## src/hdl/mmsw_pkg.sv

```systemverilog
// constants and codes of the saturation waveshaper
`default_nettype none

package mmsw_pkg;

  localparam int CFG_INDEX_W = 8;
  localparam int CFG_DATA_W  = 32;

  localparam int GAIN_W    = 16;
  localparam int MODE_W    = 2;
  localparam int CHAR_W    = 17;
  localparam int AMT_W     = 18;
  localparam int KW        = 19;
  localparam int PW        = 15;
  localparam int Q_SHIFT   = 14;
  localparam int CHAR_FRAC = 16;

  localparam logic [CFG_INDEX_W-1:0] REG_DRIVE_GAIN  = 8'd0;
  localparam logic [CFG_INDEX_W-1:0] REG_SHAPER_MODE = 8'd1;
  localparam logic [CFG_INDEX_W-1:0] REG_CHARACTER   = 8'd2;
  localparam logic [CFG_INDEX_W-1:0] REG_OUTPUT_GAIN = 8'd3;

  localparam logic [MODE_W-1:0] MODE_SOFT  = 2'd0;
  localparam logic [MODE_W-1:0] MODE_DIODE = 2'd1;
  localparam logic [MODE_W-1:0] MODE_ASYM  = 2'd2;
  localparam logic [MODE_W-1:0] MODE_MULTI = 2'd3;

  localparam logic [GAIN_W-1:0] DRIVE_GAIN_RST  = 16'd16384;
  localparam logic [MODE_W-1:0] SHAPER_MODE_RST = MODE_MULTI;
  localparam logic [CHAR_W-1:0] CHARACTER_RST   = 17'd0;
  localparam logic [GAIN_W-1:0] OUTPUT_GAIN_RST = 16'd16384;

  localparam logic [GAIN_W-1:0] DRIVE_MAX     = 16'd32768;
  localparam logic [CHAR_W-1:0] CHAR_MAX      = 17'd65536;
  localparam logic [CHAR_W-1:0] CHAR_ASYM_MIN = 17'd19660;
  localparam logic [AMT_W-1:0]  AMT_BASE      = 18'd65536;

  // pre-tanh multipliers, Q.14
  localparam logic [KW-1:0] K_1P5   = 19'd24576;
  localparam logic [KW-1:0] K_DIODE = 19'd420103;
  localparam logic [KW-1:0] K_1P8   = 19'd29491;
  localparam logic [KW-1:0] K_1P2   = 19'd19661;

  // post-tanh multipliers, Q.14
  localparam logic [PW-1:0] P_ONE     = 15'd16384;
  localparam logic [PW-1:0] P_0P7     = 15'd11469;
  localparam logic [PW-1:0] P_0P9     = 15'd14746;
  localparam logic [PW-1:0] P_1P2     = 15'd19661;
  localparam logic [PW-1:0] P_INV_1P5 = 15'd10923;
  localparam logic [PW-1:0] P_INV_1P2 = 15'd13653;

endpackage

`default_nettype wire

```

## src/hdl/mmsw_div.sv

```systemverilog
// pipelined restoring divider, one quotient bit per stage
`default_nettype none

module mmsw_div #(
  parameter int SAMPLE_WIDTH = 24,
  parameter int SIDE_W       = 1
) (
  input  logic                     clk,
  input  logic                     rst,
  input  logic                     en,
  input  logic                     in_valid,
  input  logic [SAMPLE_WIDTH-1:0]  in_mag,
  input  logic [mmsw_pkg::AMT_W-1:0] divisor,
  input  logic [SIDE_W-1:0]        in_side,
  output logic                     out_valid,
  output logic [SAMPLE_WIDTH-1:0]  out_quo,
  output logic [SIDE_W-1:0]        out_side
);

  import mmsw_pkg::*;

  localparam int SW = SAMPLE_WIDTH;
  localparam int F  = SW - 1;
  localparam int RW = SW + CHAR_FRAC;
  localparam int CW = SW + AMT_W;

  logic [RW-1:0]     rem [0:F-1];
  logic [F-1:0]      quo [0:F-1];
  logic              vld [0:F-1];
  logic [SIDE_W-1:0] sd  [0:F-1];

  // quotient stays below 2^F since the divisor is at least 1.0
  for (genvar s = 0; s < F; s++) begin : g_stage
    localparam int J = F - 1 - s;
    logic [RW-1:0]     rem_in;
    logic [F-1:0]      quo_in;
    logic              v_in;
    logic [SIDE_W-1:0] s_in;
    logic [CW-1:0]     sub;
    logic              ge;

    if (s == 0) begin : g_first
      assign rem_in = {in_mag, {CHAR_FRAC{1'b0}}};
      assign quo_in = '0;
      assign v_in   = in_valid;
      assign s_in   = in_side;
    end else begin : g_rest
      assign rem_in = rem[s-1];
      assign quo_in = quo[s-1];
      assign v_in   = vld[s-1];
      assign s_in   = sd[s-1];
    end

    always_comb begin
      sub = CW'(divisor) << J;
      ge  = CW'(rem_in) >= sub;
    end

    always_ff @(posedge clk) begin
      if (rst) begin
        vld[s] <= 1'b0;
      end else if (en) begin
        vld[s] <= v_in;
      end
    end

    always_ff @(posedge clk) begin
      if (en) begin
        quo[s] <= quo_in | (F'(ge) << J);
        sd[s]  <= s_in;
      end
    end

    if (s < F - 1) begin : g_rem
      always_ff @(posedge clk) begin
        if (en) begin
          rem[s] <= ge ? (rem_in - sub[RW-1:0]) : rem_in;
        end
      end
    end else begin : g_norem
      assign rem[s] = '0;
    end
  end

  assign out_valid = vld[F-1];
  assign out_quo   = {1'b0, quo[F-1]};
  assign out_side  = sd[F-1];

endmodule

`default_nettype wire

```

## config.mk

```make
export PLATFORM = sky130hd
export DESIGN_NAME = mmsw_div
export DESIGN_NICKNAME = d
export VERILOG_FILES = /design/src/hdl/mmsw_pkg.sv /design/src/hdl/mmsw_div.sv
export SDC_FILE = /design/constraint.sdc
export NUM_CORES = 2
export LEC_CHECK = 0
export ABC_AREA = 1
export CORE_MARGIN = 4
export CORE_UTILIZATION = 40
export DETAILED_ROUTE_END_ITERATION = 6
export DONT_BUFFER_PORTS = 1
export SETUP_SLACK_MARGIN = 0.02
export SLEW_MARGIN = 10
export SYNTH_ARGS = -nofsm -noshare
export SYNTH_HDL_FRONTEND = slang
export SYNTH_SLANG_ARGS = --single-unit
```

## constraint.sdc

```tcl
create_clock -name clk -period 3.45 [get_ports clk]
set_input_delay 0.345 -clock clk [delete_from_list [all_inputs] [get_ports clk]]
set_output_delay 0.345 -clock clk [all_outputs]
set_load 0.1 [all_outputs]
```

* Yosys cells after proc, flatten, opt, wreduce, memory -nomap -nowiden *
Memory sizes are Yosys's and may differ from the RTL's.
Index checks and enable logic that the tools add are counted.

operators by class
  muxes and demuxes = 51
  $add $sub $neg = 22
  bitwise gates (word level) = 45
  order comparisons = 23

operators with widths
  cell                            number
  two-way mux 40 bit              22
  >= comparator 40 x 18 -> 1 bit  1
  >= comparator 40 x 19 -> 1 bit  1
  >= comparator 40 x 20 -> 1 bit  1
  >= comparator 40 x 21 -> 1 bit  1
  >= comparator 40 x 22 -> 1 bit  1
  >= comparator 40 x 23 -> 1 bit  1
  >= comparator 40 x 24 -> 1 bit  1
  >= comparator 40 x 25 -> 1 bit  1
  >= comparator 40 x 26 -> 1 bit  1
  >= comparator 40 x 27 -> 1 bit  1
  >= comparator 40 x 28 -> 1 bit  1
  >= comparator 40 x 29 -> 1 bit  1
  >= comparator 40 x 30 -> 1 bit  1
  >= comparator 40 x 31 -> 1 bit  1
  >= comparator 40 x 32 -> 1 bit  1
  >= comparator 40 x 33 -> 1 bit  1
  >= comparator 40 x 34 -> 1 bit  1
  >= comparator 40 x 35 -> 1 bit  1
  >= comparator 40 x 36 -> 1 bit  1
  >= comparator 40 x 37 -> 1 bit  1
  >= comparator 40 x 38 -> 1 bit  1
  >= comparator 40 x 39 -> 1 bit  1
  >= comparator 40 bit            1
  other kinds (46)                96

storage, ports and cells
  logic and storage cells = 167
  output and inout port bits = 26
  bits of input ports = 47
  memories = 3
  bits in writable memories = 575
  register bits after elaboration = 880

memory list
  memory  words  bits a word  read ports  clocked after memory_dff  wr ports  RTL line        text
  quo     23     23           23          0                         23        mmsw_div.sv:28  logic [F-1:0] quo [0:F-1];
  sd      23     1            23          0                         23        mmsw_div.sv:30  logic [SIDE_W-1:0] sd [0:F-1];
  vld     23     1            23          0                         23        mmsw_div.sv:29  logic vld [0:F-1];

* Logic depth before layout (Yosys ltp) *
  depth in word-level cells = 4
  depth in mapped cells = 19
  mapped depth without buffers = 15

* Least setup slack after synthesis *
OpenSTA, ideal clock, no wires.

  path type = input -> register
  start point = in divisor[0] (netlist bit)
  end point = reg rem, in the netlist g_stage[15].rem_in[25] (data pin)
  data required time = 3.197 ns
  slack = 0.002 ns
  buffers on the path = 6
  arrival = 3.195 ns
  setup time = 0.253 ns
  stages on the path = 17
  path through = buf_6 inv_8 buf_6 buf_2 buf_2 buf_1 fa_1 nand2_1 nand2_1 nand2_1 nand2_1 nand3_1 nand3_1 inv_2 buf_2 nand2_1 nand2_1

between the ends
  longest elaborated chain between the ends = 2
  elaborated cells between the ends (all ways) = 3
  those cells by class = add/sub (1); order compare (1); mux (1)

RTL lines
  element                                                                         RTL line                        text
  start, declared                                                                 mmsw_div.sv:13                  input logic [mmsw_pkg::AMT_W-1:0] divisor,
  subtractor 40 x 26 -> 40 bit or >= comparator 40 x 26 -> 1 bit (tied branches)  mmsw_div.sv:77, mmsw_div.sv:56
  two-way mux 40 bit *                                                            mmsw_div.sv:77                  rem[s] <= ge ? (rem_in - sub[RW-1:0]) : rem_in;
  end signal, assigned by index                                                   mmsw_div.sv:77
  end, declared                                                                   mmsw_div.sv:27                  logic [RW-1:0] rem [0:F-1];

Mark *: on every way between the ends. The rest lies on a longest branch, timed or not.
A chain may end at the register's enable or synchronous reset.

* Final worst setup path *
  start point = in divisor[0] (netlist bit)
  end point = reg rem, in the netlist g_stage[22].rem_in[23] (data pin)

between the ends
  longest elaborated chain between the ends = 2
  elaborated cells between the ends (all ways) = 3
  those cells by class = add/sub (1); order compare (1); mux (1)

RTL lines
  element                                                                         RTL line
  subtractor 40 x 19 -> 40 bit or >= comparator 40 x 19 -> 1 bit (tied branches)  mmsw_div.sv:77, mmsw_div.sv:56
  two-way mux 40 bit *                                                            mmsw_div.sv:77

Marked as above.

==> impl_metrics.py <==
metrics = {
    "critical_path": {
        "critPathMostFrequentCell": "nand2_1",
        "reg2reg_to": "g_stage[9].rem_in[14]$_SDFFCE_PP0P_",
        "critPathLaunch": "divisor[0]",
        "worst_path_largest_cell_delay_ns": 0.63,
        "cp-start-kind": "primary input",
        "path_depth": 14,
        "worstPathRequired_ns": 3.93,
        "cp-end-kind": "flop",
        "crit_buf_inv": 3,
        "cp-endpoint": "g_stage[22].rem_in[23]$_DFFE_PP_",
        "path_class": "primary input to flop",
        "slowest_stage": "fa_1",
        "rr_startpoint": "g_stage[8].rem_in[16]$_DFFE_PP_",
        "critical-path-top-delay-family": "simple AND/OR/NAND/NOR gates",
        "r2r_slack_ns": 0.52,
        "r2r_cells": 13,
        "cp_max_fo": 53,
        "crit_path_cell_trace": "dlymetal6s4s_1 > buf_12 > inv_8 > fa_1 > nand3_1 > nand3_1 > nand2_1 > nand2_1 > nand3_1 > nand2_1 > nand2_1 > nand2_1 > nand2_1 > a21oi_1",
        "arrival_ns": 3.41,
    },
    "logic_synthesis": {
        "synth_edf_count": 970,
        "synth-seq-cells": 970,
        "synth_nets": 9442,
        "syn_area_sq_um": 68810,
        "synth.mux.area_fraction_pct": 0,
        "synth_xor_area_share_pct": 3.819,
        "synth_area_leaders": "edfxtp_1, nand2_1, ha_1",
        "syn_inst": 8960,
        "ys.flop_type": "edfxtp_1",
        "synth-simple-area-share_pct": 29.68,
        "synth_cell_types": 54,
        "async_reset_ff_share_pct": 0,
        "synth_compound_area_share_pct": 8.905,
        "seq_area_frac_synth_pct": 42.33,
        "synth_top_cell_by_area": "edfxtp_1",
        "yosys.area_share.adder_pct": 8.150,
        "syn_area_per_cell_sq_um": 7.680,
        "synth_top_family_by_area": "simple AND/OR/NAND/NOR gates",
        "synth.top_cell.area_share_pct": 42.33,
        "yosysWarnings": 0,
    },
    "sta": {
        "worst_pin_slew_ns": 1.795,
        "report.final.slew_viol_count": 104,
        "setup_viol": 0,
        "rsz0062_at_grt": "false",
        "skew_ns": 0.03885,
        "hold_viol": 0,
        "relSlewSlack_pct": -19.67,
        "max_freq_ghz": 0.3407,
        "min_period_over_period_pct": 85.07,
        "setup_tns_ns": 0,
        "fin_crit_ns": 2.935,
    },
    "final_layout": {
        "stdcell_count": 11500,
        "drive_above_1_share_pct": 4.837,
        "nNetsFinal": 9584,
        "area_delta_synth_final_pct": 11.35,
        "n_fill_cell": 17100,
    },
    "pwr": {
        "p_leak_uw": 0.03294,
        "vdd_drop_max_mv": 0.4734,
        "switching_share_pct": 42.64,
        "power.switching_uw": 25570,
        "p_comb_share_pct": 44.9,
        "power_frac_seq_pct": 33.2,
        "power.density_nw_per_um2": 782.5,
        "total_power_uw": 59960,
        "p_int_uw": 34390,
        "p_clk_share_pct": 21.9,
    },
    "clock_network": {
        "clk_pin_slew_ns": 0.06,
        "cts_tree": "built",
        "clock_latency_ns": 0.77,
        "numCtsBuffers": 116,
        "clock_sinks": 970,
        "htree_levels": 3,
        "clock_path_buffers": 3,
        "clockRootBuffer": "clkbuf_16",
    },
    "routing": {
        "ant_nets": 0,
        "vias": 60120,
        "wl_um": 216300,
        "drt-vias-per-instance": 5.226,
        "drc": 0,
        "drt-initial-drc-count": 4608,
        "first_pass_iters": 6,
        "wl_per_cell_um": 18.80,
    },
    "run": {
        "maxCapViolCount": 0,
    },
    "grt": {
        "antenna_found_initial": 6,
        "grt_max_degree": 272,
        "grt_pass1_wl_um": 331800,
        "grt_pass1_vias": 57570,
        "grtUsageTotal_pct": 23.61,
        "overflow": 0,
    },
    "placed_design": {
        "dp_cells": 11240,
        "numPortBuffers": 0,
        "routabilityCongestion": 0.9656,
        "dp_hpwl_um": 164100,
    },
    "hold_path": {
        "hold_path_class": "primary input to flop",
    },
    "floorplan": {
        "dieArea_sq_um": 178700,
        "initial_core_util_pct": 40.42,
        "die_w_um": 422.8,
        "die_h_um": 422.8,
        "num_rows": 151,
        "num_io_pins": 73,
        "core-area_sq_um": 170200,
    },
    "run_status": {
        "status": "finished, violations left",
        "violations": "slew limit",
    },
}
[synth_stat cells, types with 4 or more instances]
cell type and number:
nand2_1 2917, inv_1 1077, edfxtp_1 970, nor2_1 932, a21oi_1 600, nand3_1 556
ha_1 413, o21ai_0 340, xnor2_1 181, nand4_1 177, nor3_1 123, xor2_1 119
o21ai_1 94, nand3b_1 59, buf_2 58, buf_6 35, a21o_1 28, nand2_2 28
o21bai_1 24, fa_1 22, nor2_2 21, nor4_1 19, inv_2 18, a21oi_2 16
and2_1 16, o21ai_2 14, o21a_1 12, or2_2 12, nand3_2 11, a21boi_0 8
buf_4 7, nor3_2 7, a211oi_1 5, a31oi_1 5, nand2_4 5, o211ai_1 4
[flip-flops by register name, summed over array words and instances, names as in the netlist]
register,count
g_stage.rem_in,648
vld,23
quo,276
sd,23
[stage by stage]
stage	setup slack, ns	area, sq um	hold slack [ns]	utilization (%)
after floorplan	0.3003	68820	0.4003	-
after global placement	0.3385	72070	0.4005	42.34
after detailed placement	0.2295	72070	0.4045	42.34
after CTS	0.1666	76530	0.002434	44.96
after global routing	0.3189	76610	0.04777	45.01
final	0.5151	76620	0.07145	45.01
[what timing repair did]
action                                  in CTS  in global routing
hold buffers                                34                  1
endpoints found under the setup margin       0                 11
resized for setup                            0                  1
hold endpoints to repair                    61                 27
setup buffers                                0                  0
[worst reg2reg max path, cell delays in order, from the launching register on]
cell and delay, ns:
edfxtp_1 0.47, ha_1 0.40, nand3b_1 0.11, nand2_1 0.09
nand2_1 0.08, nand2_1 0.13, nand2_1 0.09, nand3_1 0.18
nand2_1 0.12, nand3b_1 0.11, buf_4 0.24, nand2_1 0.09
dlygate4sd3_1 0.54, inv_1 0.04
[cells in the final DEF, fill, tap and decap left out, drive strengths merged, types with 95 or more instances in the layout]
master,n
xnor2,181
nand2,2950
edfxtp,970
xor2,119
clkbuf,125
inv,1107
nor3,130
nand3,569
buf,95
nand4,178
nor2,955
ha,413
a21oi,618
o21ai,448
[cells by family after synthesis]
| group | after synthesis |
|---|---|
| xor gates and xnor gates | 300 |
| and+or+nand+nor | 4899 |
| DFF | 970 |
| AOI/OAI and AO/OA | 1154 |
| other | 1 |
| adders and majority gates | 435 |
| buffers and inverters | 1201 |
[power by group through the flow]
stage,logic [uW],clock network [uW],registers (uW)
floorplan,19600,0,18600
finish,26900,13100,19900
detailed placement,26500,0,20100
global route,30500,14000,20100
CTS,26700,13500,19900
global placement,26400,0,20200
[worst min-delay path by stage]
stage | start | endpoint | depth (start not counted) | slack (ns)
floorplan | quo[0][22]$_DFFE_PP_ | quo[0][45]$_DFFE_PP_ | 0 | 0.40
global placement | quo[2][17]$_DFFE_PP_ | quo[2][40]$_DFFE_PP_ | 0 | 0.40
detailed placement | quo[1][21]$_DFFE_PP_ | quo[1][44]$_DFFE_PP_ | 0 | 0.40
CTS | divisor[1] | g_stage[5].rem_in[19]$_DFFE_PP_ | 4 | 0.002
global route | divisor[1] | g_stage[9].rem_in[15]$_DFFE_PP_ | 4 | 0.05
finish | divisor[1] | g_stage[9].rem_in[15]$_DFFE_PP_ | 4 | 0.07
[routing by layer]
layer | part of all wire, % | vias to the layer above | wire length [um] | track usage [%]
li1 | - | 30130 | - | -
met2 | 47 | 1497 | 101300 | 39.44
met3 | 4.8 | 355 | 10310 | 2.873
met5 | 0 | - | 0 | 0
met1 | 45 | 28140 | 96580 | 31.50
met4 | 3.8 | 0 | 8152 | 8.547
[area by class of cell]
cell class	instances	area (sq um)	share of cell area, %
diodes	9	22.52	0.02939
clock buffers	125	2979	3.888
clock inverters	90	1119	1.460
inverters	1097	4130	5.391
multi-input cells	6789	34790	45.41
flip-flops and latches	970	29130	38.02
well taps	2295	2872	3.748
repair buffers	128	1579	2.061
No activity file was read; power rests on OpenSTA's default activity.
